===== src/sv/i2cm_pkg.sv =====
// ----------------------------------------------------------------------------
// I2C master register access package
// Shared codes, phase encoding and payload types of the I2C register master.
// ----------------------------------------------------------------------------
`default_nettype none

package i2cm_pkg;

   // Request opcodes.
   localparam logic [1:0] OP_TICK  = 2'd0;
   localparam logic [1:0] OP_WRITE = 2'd1;
   localparam logic [1:0] OP_READ  = 2'd2;

   // Position of the transfer within its byte sequence.
   localparam logic [2:0] STEP_ADDR = 3'd0;
   localparam logic [2:0] STEP_REG  = 3'd1;
   localparam logic [2:0] STEP_DATA = 3'd2;
   localparam logic [2:0] STEP_RX   = 3'd3;
   localparam logic [2:0] STEP_END  = 3'd4;

   // Bus phase sequencer, one-hot.
   typedef enum logic [12:0] {
      PH_IDLE     = 13'b0000000000001,
      PH_START_A  = 13'b0000000000010,
      PH_START_B  = 13'b0000000000100,
      PH_START_C  = 13'b0000000001000,
      PH_TX_SETUP = 13'b0000000010000,
      PH_TX_HIGH  = 13'b0000000100000,
      PH_TX_HOLD  = 13'b0000001000000,
      PH_RX_SETUP = 13'b0000010000000,
      PH_RX_HIGH  = 13'b0000100000000,
      PH_RX_HOLD  = 13'b0001000000000,
      PH_STOP_A   = 13'b0010000000000,
      PH_STOP_B   = 13'b0100000000000,
      PH_STOP_C   = 13'b1000000000000
   } phase_type;

   // One request: a bus phase tick with an optional command.
   typedef struct packed {
      logic [1:0] opcode;
      logic [7:0] reg_address;
      logic [7:0] write_data;
      logic       sda_in;
   } req_type;

   // One result: line levels and status of that tick.
   typedef struct packed {
      logic       scl_out;
      logic       sda_out;
      logic       busy_res;
      logic       done_res;
      logic [7:0] read_data;
      logic       retry_pulse;
   } rsp_type;

endpackage

`default_nettype wire


===== src/sv/i2cm_if.sv =====
// ----------------------------------------------------------------------------
// I2C master register access channel interfaces
// Request, response and register write channels with valid/ready handshake.
// ----------------------------------------------------------------------------
`default_nettype none

interface i2cm_req_if;
   logic       valid;
   logic       ready;
   logic [1:0] opcode;
   logic [7:0] reg_address;
   logic [7:0] write_data;
   logic       sda_in;

   modport source (output valid, opcode, reg_address, write_data, sda_in, input ready);
   modport sink   (input valid, opcode, reg_address, write_data, sda_in, output ready);
endinterface

interface i2cm_rsp_if;
   logic       valid;
   logic       ready;
   logic       scl_out;
   logic       sda_out;
   logic       busy_res;
   logic       done_res;
   logic [7:0] read_data;
   logic       retry_pulse;

   modport source (output valid, scl_out, sda_out, busy_res, done_res, read_data,
                   retry_pulse, input ready);
   modport sink   (input valid, scl_out, sda_out, busy_res, done_res, read_data,
                   retry_pulse, output ready);
endinterface

interface i2cm_csr_if;
   logic       valid;
   logic       ready;
   logic [7:0] data;

   modport source (output valid, data, input ready);
   modport sink   (input valid, data, output ready);
endinterface

`default_nettype wire


===== src/sv/i2c_master_register_access.sv =====
// ----------------------------------------------------------------------------
// I2C master register access
// Single-byte register write and read master driven by bus phase ticks.
// ----------------------------------------------------------------------------
// Usage:
// Each request on req is one bus phase tick and carries the sampled SDA level.
// While the master is idle, a request with opcode write or read starts a
// transfer; its register and data bytes are latched on that request. Each
// request gives exactly one response on rsp with the SCL/SDA levels to drive
// for that tick plus busy, done, retry and the last byte read.
// The target's write address byte is written on csr while the master is idle;
// the restarted read phase of a read uses that address plus one.
// The response is registered and appears in the cycle after its request is
// accepted. Throughput is one request per cycle while the receiver takes each
// response.
// Reset clears the sequencer to idle and empties the response register.
// When the receiver stalls, the response holds and req.ready drops until it is
// taken; a new request is accepted in the same cycle the response leaves.
// ----------------------------------------------------------------------------
`default_nettype none

module i2c_master_register_access
   import i2cm_pkg::*;
(
   input  wire logic  clock,
   input  wire logic  reset,
   i2cm_req_if.sink   req,
   i2cm_rsp_if.source rsp,
   i2cm_csr_if.sink   csr
);

   logic       accept;
   logic [7:0] device_address_ff;
   req_type    req_data;
   rsp_type    step_rsp;
   logic       rsp_valid_ff;
   rsp_type    rsp_data_ff;

   // Configuration register, to be written only while idle; the block does not enforce it.
   assign csr.ready = 1'b1;

   always_ff @(posedge clock) begin
      if (reset) begin
         device_address_ff <= 8'd0;
      end else if (csr.valid) begin
         device_address_ff <= csr.data;
      end
   end

   // A request is taken whenever the response register is free or draining.
   assign req.ready = !rsp_valid_ff || rsp.ready;
   assign accept    = req.valid && req.ready;

   always_comb begin
      req_data.opcode      = req.opcode;
      req_data.reg_address = req.reg_address;
      req_data.write_data  = req.write_data;
      req_data.sda_in      = req.sda_in;
   end

   i2cm_core u_core (
      .clock          (clock),
      .reset          (reset),
      .step           (accept),
      .req_data       (req_data),
      .device_address (device_address_ff),
      .rsp_data       (step_rsp)
   );

   // Response register.
   always_ff @(posedge clock) begin
      if (reset) begin
         rsp_valid_ff <= 1'b0;
      end else if (accept) begin
         rsp_valid_ff <= 1'b1;
      end else if (rsp.ready) begin
         rsp_valid_ff <= 1'b0;
      end
   end

   always_ff @(posedge clock) begin
      if (accept) begin
         rsp_data_ff <= step_rsp;
      end
   end

   assign rsp.valid       = rsp_valid_ff;
   assign rsp.scl_out     = rsp_data_ff.scl_out;
   assign rsp.sda_out     = rsp_data_ff.sda_out;
   assign rsp.busy_res    = rsp_data_ff.busy_res;
   assign rsp.done_res    = rsp_data_ff.done_res;
   assign rsp.read_data   = rsp_data_ff.read_data;
   assign rsp.retry_pulse = rsp_data_ff.retry_pulse;

endmodule

`default_nettype wire


===== src/sv/i2cm_core.sv =====
// ----------------------------------------------------------------------------
// I2C master register access sequencer
// Bus phase state machine that advances by at most one phase per stepped request.
// ----------------------------------------------------------------------------
`default_nettype none

module i2cm_core
   import i2cm_pkg::*;
(
   input  wire logic       clock,
   input  wire logic       reset,
   input  wire logic       step,
   input  wire req_type    req_data,
   input  wire logic [7:0] device_address,
   output rsp_type         rsp_data
);

   phase_type  phase_ff, phase_in;
   logic [3:0] bit_count_ff, bit_count_in;
   logic [7:0] shift_byte_ff, shift_byte_in;
   logic [2:0] byte_step_ff, byte_step_in;
   logic       is_read_ff, is_read_in;
   logic [7:0] latched_reg_ff, latched_reg_in;
   logic [7:0] latched_data_ff, latched_data_in;
   logic [7:0] received_byte_ff, received_byte_in;
   logic       ack_seen_ff, ack_seen_in;

   logic       scl;
   logic       sda;
   logic       done;
   logic       retry;
   logic       tx_bit;

   // Bit on the line while sending: the MSB first, then the released ACK slot.
   assign tx_bit = bit_count_ff[3] ? 1'b1 : shift_byte_ff[~bit_count_ff[2:0]];

   // Next state and line levels of this tick.
   always_comb begin
      phase_in         = phase_ff;
      bit_count_in     = bit_count_ff;
      shift_byte_in    = shift_byte_ff;
      byte_step_in     = byte_step_ff;
      is_read_in       = is_read_ff;
      latched_reg_in   = latched_reg_ff;
      latched_data_in  = latched_data_ff;
      received_byte_in = received_byte_ff;
      ack_seen_in      = ack_seen_ff;
      scl              = 1'b1;
      sda              = 1'b1;
      done             = 1'b0;
      retry            = 1'b0;

      case (phase_ff)
         PH_IDLE: begin
            if (req_data.opcode == OP_WRITE || req_data.opcode == OP_READ) begin
               is_read_in      = (req_data.opcode == OP_READ);
               latched_reg_in  = req_data.reg_address;
               latched_data_in = req_data.write_data;
               byte_step_in    = STEP_ADDR;
               bit_count_in    = 4'd0;
               phase_in        = PH_START_A;
            end
         end
         PH_START_A: begin
            // Wait with lines released until the bus is seen free.
            if (req_data.sda_in) begin
               phase_in = PH_START_B;
            end
         end
         PH_START_B: begin
            sda      = 1'b0;
            phase_in = PH_START_C;
         end
         PH_START_C: begin
            scl           = 1'b0;
            sda           = 1'b0;
            shift_byte_in = (byte_step_ff == STEP_ADDR) ? device_address
                                                        : device_address + 8'd1;
            bit_count_in  = 4'd0;
            phase_in      = PH_TX_SETUP;
         end
         PH_TX_SETUP: begin
            scl      = 1'b0;
            sda      = tx_bit;
            phase_in = PH_TX_HIGH;
         end
         PH_TX_HIGH: begin
            sda = tx_bit;
            if (bit_count_ff[3]) begin
               ack_seen_in = req_data.sda_in;
            end
            phase_in = PH_TX_HOLD;
         end
         PH_TX_HOLD: begin
            scl = 1'b0;
            sda = tx_bit;
            if (!bit_count_ff[3]) begin
               bit_count_in = bit_count_ff + 4'd1;
               phase_in     = PH_TX_SETUP;
            end else begin
               // Byte and its acknowledge are done: pick the next bus action.
               case (byte_step_ff)
                  STEP_ADDR: begin
                     if (ack_seen_ff) begin
                        retry    = 1'b1;
                        phase_in = PH_STOP_A;
                     end else begin
                        byte_step_in  = STEP_REG;
                        shift_byte_in = latched_reg_ff;
                        bit_count_in  = 4'd0;
                        phase_in      = PH_TX_SETUP;
                     end
                  end
                  STEP_REG: begin
                     byte_step_in = STEP_DATA;
                     if (is_read_ff) begin
                        phase_in = PH_STOP_A;
                     end else begin
                        shift_byte_in = latched_data_ff;
                        bit_count_in  = 4'd0;
                        phase_in      = PH_TX_SETUP;
                     end
                  end
                  STEP_DATA: begin
                     byte_step_in = STEP_RX;
                     if (is_read_ff) begin
                        shift_byte_in = 8'd0;
                        bit_count_in  = 4'd0;
                        phase_in      = PH_RX_SETUP;
                     end else begin
                        phase_in = PH_STOP_A;
                     end
                  end
                  default: begin
                     phase_in = PH_STOP_A;
                  end
               endcase
            end
         end
         PH_RX_SETUP: begin
            scl      = 1'b0;
            phase_in = PH_RX_HIGH;
         end
         PH_RX_HIGH: begin
            if (!bit_count_ff[3]) begin
               shift_byte_in = {shift_byte_ff[6:0], req_data.sda_in};
            end
            phase_in = PH_RX_HOLD;
         end
         PH_RX_HOLD: begin
            scl = 1'b0;
            if (!bit_count_ff[3]) begin
               bit_count_in = bit_count_ff + 4'd1;
               phase_in     = PH_RX_SETUP;
            end else begin
               received_byte_in = shift_byte_ff;
               byte_step_in     = STEP_END;
               phase_in         = PH_STOP_A;
            end
         end
         PH_STOP_A: begin
            scl      = 1'b0;
            sda      = 1'b0;
            phase_in = PH_STOP_B;
         end
         PH_STOP_B: begin
            sda      = 1'b0;
            phase_in = PH_STOP_C;
         end
         PH_STOP_C: begin
            // A retry and the turnaround of a read both restart the bus.
            if (byte_step_ff == STEP_ADDR || (is_read_ff && byte_step_ff == STEP_DATA)) begin
               phase_in = PH_START_A;
            end else begin
               phase_in = PH_IDLE;
               done     = 1'b1;
            end
         end
         default: begin
            phase_in = PH_IDLE;
         end
      endcase
   end

   // Sequencer state advances once per accepted request.
   always_ff @(posedge clock) begin
      if (reset) begin
         phase_ff         <= PH_IDLE;
         bit_count_ff     <= 4'd0;
         shift_byte_ff    <= 8'd0;
         byte_step_ff     <= STEP_ADDR;
         is_read_ff       <= 1'b0;
         latched_reg_ff   <= 8'd0;
         latched_data_ff  <= 8'd0;
         received_byte_ff <= 8'd0;
         ack_seen_ff      <= 1'b1;
      end else if (step) begin
         phase_ff         <= phase_in;
         bit_count_ff     <= bit_count_in;
         shift_byte_ff    <= shift_byte_in;
         byte_step_ff     <= byte_step_in;
         is_read_ff       <= is_read_in;
         latched_reg_ff   <= latched_reg_in;
         latched_data_ff  <= latched_data_in;
         received_byte_ff <= received_byte_in;
         ack_seen_ff      <= ack_seen_in;
      end
   end

   // Result of this tick.
   always_comb begin
      rsp_data.scl_out     = scl;
      rsp_data.sda_out     = sda;
      rsp_data.busy_res    = (phase_in != PH_IDLE);
      rsp_data.done_res    = done;
      rsp_data.read_data   = received_byte_in;
      rsp_data.retry_pulse = retry;
   end

endmodule

`default_nettype wire


===== src/flat_wrapper.sv =====
// flat-port wrapper written by rule: the top's interface ports become plain ports
module i2c_master_register_access_flat import i2cm_pkg::*;
  (clock, reset, req_valid, req_opcode, req_reg_address, req_write_data, req_sda_in, req_ready, rsp_valid, rsp_scl_out, rsp_sda_out, rsp_busy_res, rsp_done_res, rsp_read_data, rsp_retry_pulse, rsp_ready, csr_valid, csr_data, csr_ready);
  i2cm_req_if req_i ();
  i2cm_rsp_if rsp_i ();
  i2cm_csr_if csr_i ();
  input  wire logic clock;
  input  wire logic reset;
  input wire logic [$bits(req_i.valid)-1:0] req_valid;
  input wire logic [$bits(req_i.opcode)-1:0] req_opcode;
  input wire logic [$bits(req_i.reg_address)-1:0] req_reg_address;
  input wire logic [$bits(req_i.write_data)-1:0] req_write_data;
  input wire logic [$bits(req_i.sda_in)-1:0] req_sda_in;
  output wire logic [$bits(req_i.ready)-1:0] req_ready;
  output wire logic [$bits(rsp_i.valid)-1:0] rsp_valid;
  output wire logic [$bits(rsp_i.scl_out)-1:0] rsp_scl_out;
  output wire logic [$bits(rsp_i.sda_out)-1:0] rsp_sda_out;
  output wire logic [$bits(rsp_i.busy_res)-1:0] rsp_busy_res;
  output wire logic [$bits(rsp_i.done_res)-1:0] rsp_done_res;
  output wire logic [$bits(rsp_i.read_data)-1:0] rsp_read_data;
  output wire logic [$bits(rsp_i.retry_pulse)-1:0] rsp_retry_pulse;
  input wire logic [$bits(rsp_i.ready)-1:0] rsp_ready;
  input wire logic [$bits(csr_i.valid)-1:0] csr_valid;
  input wire logic [$bits(csr_i.data)-1:0] csr_data;
  output wire logic [$bits(csr_i.ready)-1:0] csr_ready;
  assign req_i.valid = req_valid;
  assign req_i.opcode = req_opcode;
  assign req_i.reg_address = req_reg_address;
  assign req_i.write_data = req_write_data;
  assign req_i.sda_in = req_sda_in;
  assign req_ready = req_i.ready;
  assign rsp_valid = rsp_i.valid;
  assign rsp_scl_out = rsp_i.scl_out;
  assign rsp_sda_out = rsp_i.sda_out;
  assign rsp_busy_res = rsp_i.busy_res;
  assign rsp_done_res = rsp_i.done_res;
  assign rsp_read_data = rsp_i.read_data;
  assign rsp_retry_pulse = rsp_i.retry_pulse;
  assign rsp_i.ready = rsp_ready;
  assign csr_i.valid = csr_valid;
  assign csr_i.data = csr_data;
  assign csr_ready = csr_i.ready;
  i2c_master_register_access u_core (.clock(clock), .reset(reset), .req(req_i), .rsp(rsp_i), .csr(csr_i));
endmodule

===== config.mk =====
export PLATFORM = sky130hd
export DESIGN_NAME = i2c_master_register_access_flat
export DESIGN_NICKNAME = d
export VERILOG_FILES = /design/src/sv/i2cm_pkg.sv /design/src/sv/i2cm_if.sv /design/src/sv/i2c_master_register_access.sv /design/src/sv/i2cm_core.sv /design/src/flat_wrapper.sv
export SDC_FILE = /design/constraint.sdc
export NUM_CORES = 1
export LEC_CHECK = 0
export BUFFER_PORTS_ARGS = -buffer_cell sky130_fd_sc_hd__buf_2
export CELL_PAD_IN_SITES_DETAIL_PLACEMENT = 0
export CELL_PAD_IN_SITES_GLOBAL_PLACEMENT = 1
export CORE_ASPECT_RATIO = 1.25
export CORE_MARGIN = 2
export CORE_UTILIZATION = 35
export DETAILED_ROUTE_END_ITERATION = 7
export GPL_TIMING_DRIVEN = 0
export PLACE_DENSITY = 0.73
export SYNTH_ARGS = -nofsm -noshare
export SYNTH_HDL_FRONTEND = slang
export SYNTH_SLANG_ARGS = --single-unit

===== constraint.sdc =====
create_clock -name clock -period 2.41 [get_ports clock]
set_clock_uncertainty 0.1 [all_clocks]
set_input_delay 0.1205 -clock clock [delete_from_list [all_inputs] [get_ports clock]]
set_output_delay 0.1205 -clock clock [all_outputs]
set_load 0.02 [all_outputs]

==> impl_metrics.yaml <==
synth:
  synth.avg_cell_area_um2: 8.86
  async_flop_share_pct: 0
  syn_area_mm2: 0.00408
  synthesis.nets: 496
  synth_ff_type: "dfxtp_1"
  synth_cells: 461
  ys_warn_count: 0
  synth.distinct_cells: 64
  synth_compound_area_share_pct: 17.5
  synth_simple_gate_area_share_pct: 25.5
  synth-edff-count: 13
  synth_top_family_by_area: "simple AND/OR/NAND/NOR gates"
  synth_xor_area_share_pct: 3.00
  synthMuxAreaShare_pct: 7.29
  yosys.area_share.adder_pct: 0.919
  synth-seq-cells: 76
  ys_seq_area_share_pct: 40.5
clock_network:
  h-tree-depth: 3
  clk_path_buf_depth: 2
  cts_buffers: 9
  clkTransAtPathRegs_ns: 0.06
  cts.sinks: 76
  root_buffer: "clkbuf_16"
  clkLatencyLatePin_ns: 0.35
  tritoncts: "built"
place:
  dpl_cell_area_mm2: 0.00456
  gp_congestion: 0.875
  place_ws_ns: -0.381
  post-dp-hpwl_um: 8280
  dp.cells: 644
  numPortBuffers: 45
sta:
  setup_slack_ns: -0.137
  rsz0062_at_grt: "yes"
  fin_crit_sh_pct: 106
  hold_viol: 0
  max_clock_freq_mhz: 393
  slew_headroom_pct: 46.0
  drv_slew: 0
  setup_viol: 42
  tns_ns: -3.00
  layout_min_cycle_time_ns: 2.55
  tightest_slew_ns: 0.804
  whs_ns: 0.0326
die:
  io_pins: 48
  start_util_pct: 35.5
  std_cell_rows: 44
  die_w_um: 101
  fp.dieH_um: 125
  die_area_mm2: 0.0125
  coreArea_mm2: 0.0115
global_routing:
  grt_pass1_wl_um: 20400
  grt-ovfl-total: 0
  grt_usage_pct: 20.7
  grt_pass1_vias: 3990
  antenna_found_initial: 0
  grt_max_degree: 23
setup_path:
  worstPathRequired_ns: 2.51
  crit_slowest_cell: "or4_4"
  max_stage_delay_ns: 0.57
  cp_cell_sequence: "or4_4 -> clkbuf_16 -> or4_4 -> or3_4 -> clkbuf_16 -> nand2_2 -> a21oi_1"
  cp_top_family: "simple AND/OR/NAND/NOR gates"
  crit_cells: 7
  reg2regPathDepth: 7
  crit_type: "reg -> reg"
  worst_setup_path_start_kind: "flip-flop"
  cp.buffers_inverters: 2
  worstPathArrival_ns: 2.65
  cp_max_fo: 5
  worstSetupEndpointType: "flip-flop"
routing:
  drt_iter0_drc: 187
  via_count: 4004
  firstDrtPassIters: 5
  ant_nets: 0
  viasPerCell: 5.55
  wl_per_cell_um: 17.8
  drt_wl_total_um: 12900
  drc_errors: 0
pwr:
  power_frac_seq_pct: 41.4
  power_frac_comb_pct: 17.3
  power_density_mw_per_mm2: 561
  intPower_mw: 2.45
  power.share.clock_pct: 41.3
  peakVddDrop_uv: 375
  power.net_switching_mw: 0.901
  cellLeakagePower_nw: 2.39
  report.power.total_mw: 3.35
  p_sw_share_pct: 26.9
run_status:
  violations: "negative setup slack"
  outcome: "finished with violations"
final_layout:
  layout_commonest_cell: "nand2_1"
  final_area_mm2: 0.00597
  fin_util_pct: 51.9
  area_growth_pct: 46.3
  diodes: 0
  drive_gt1_share_pct: 38.0
  final_cell_mix: "nand2_1 (55), dfxtp_1 (53), buf_2 (47)"
  stdcell_count: 722
  final_nets: 614
flow_run:
  drv_cap: 0
worst_hold_path:
  holdPathStages: 3
  worst_hold_path_type: "in -> reg"
## power groups by stage
| stage | logic [mW] | clock network (mW) | registers [mW] |
|---|---|---|---|
| final | 0.580 | 1.38 | 1.39 |
| after detailed placement | 0.380 | 0 | 1.41 |
| after global placement | 0.377 | 0 | 1.41 |
| after CTS | 0.530 | 1.40 | 1.39 |
| after global routing | 0.624 | 1.45 | 1.39 |
| after floorplan | 0.248 | 0 | 1.42 |
## logic make-up after synthesis
kind of cell / count (synthesis)
adders and majority gates: 3
and+or+nand+nor: 197
other: 1
DFF: 76
buffers and inverters: 46
AOI/OAI and AO/OA: 98
muxes: 26
xor gates and xnor gates: 14
## flip-flops by register name, summed over array words and instances (netlist names), 3 cells and up
| register | count |
|---|---|
| u_core.device_address_ff | 8 |
| u_core.rsp.read_data | 8 |
| u_core.u_core.bit_count_ff | 4 |
| u_core.u_core.byte_step_ff | 3 |
| u_core.u_core.latched_data_ff | 8 |
| u_core.u_core.latched_reg_ff | 8 |
| u_core.u_core.phase_ff | 13 |
| u_core.u_core.received_byte_ff | 8 |
| u_core.u_core.shift_byte_ff | 8 |
## synth_stat cells, types with 2 or more instances
cell | n | area [um2]
a311oi_1 | 5 | 43.8
nor2b_1 | 2 | 12.5
or4_1 | 7 | 52.6
o211a_1 | 8 | 80.1
nor4_1 | 11 | 68.8
xor2_1 | 7 | 61.3
clkbuf_1 | 26 | 97.6
buf_1 | 2 | 7.51
buf_2 | 5 | 25.0
edfxtp_1 | 13 | 390
and3_1 | 5 | 31.3
nand2b_1 | 10 | 62.6
nand4b_1 | 3 | 26.3
a22o_1 | 16 | 140
or4_4 | 2 | 22.5
mux2_2 | 10 | 113
a22oi_1 | 8 | 60.1
a21oi_1 | 30 | 150
nand4_1 | 8 | 50.1
o31ai_1 | 2 | 15.0
ha_1 | 3 | 37.5
mux4_2 | 2 | 45.0
nand3_1 | 7 | 35.0
o21ai_0 | 10 | 50.1
nor3b_1 | 2 | 15.0
a311oi_2 | 2 | 30.0
clkinv_1 | 2 | 7.51
dfxtp_1 | 63 | 1260
nor2_1 | 27 | 101
or3_1 | 8 | 50.1
xnor2_1 | 7 | 61.3
a211oi_1 | 3 | 22.5
or4b_2 | 5 | 50.1
nor4_2 | 2 | 25.0
nor3_1 | 15 | 75.1
nand2_1 | 74 | 278
mux2i_1 | 14 | 140
inv_1 | 6 | 22.5
buf_6 | 4 | 45.0
## worst min-delay path: stages
cell      delay [ns]
buf_2           0.07
nand2b_1        0.16
a21oi_1         0.08
## path summary, 6_finish.rpt
path,to,startpoint,slack [ns]
max,u_core.u_core.latched_data_ff[4],u_core.u_core.phase_ff[9],-0.14
min,u_core.rsp.valid,rsp_ready,0.03
max reg2reg,u_core.u_core.latched_data_ff[4],u_core.u_core.phase_ff[9],-0.14
min reg2reg,u_core.u_core.latched_data_ff[6],u_core.u_core.latched_data_ff[6],0.37
## layout make-up
cell class              instances  area (um2)
fillers                      1042        5530
multi-input cells             340        2680
flip-flops and latches         76        1680
repair buffers                117         927
clock buffers                  10         229
plain buffers                  27         189
well taps                     138         173
clock inverters                 6        72.6
inverters                       8        30.0
## repair_timing
item,CTS,global route
setup buffers,30,12
pin swaps,26,26
hold buffers,26,0
cloned,4,1
endpoints found under the setup margin,62,62
gates resized for setup,99,42
endpoints found under the hold margin,26,0
## layer usage
metal	global-route usage [%]	share of wire (%)	up-vias
li1	-	-	1937
met1	23.9	39	1933
met2	37.4	54	109
met3	3.03	3.9	25
met4	8.54	2.5	0
met5	0	0	-
Power figures use the tool's default switching activity.
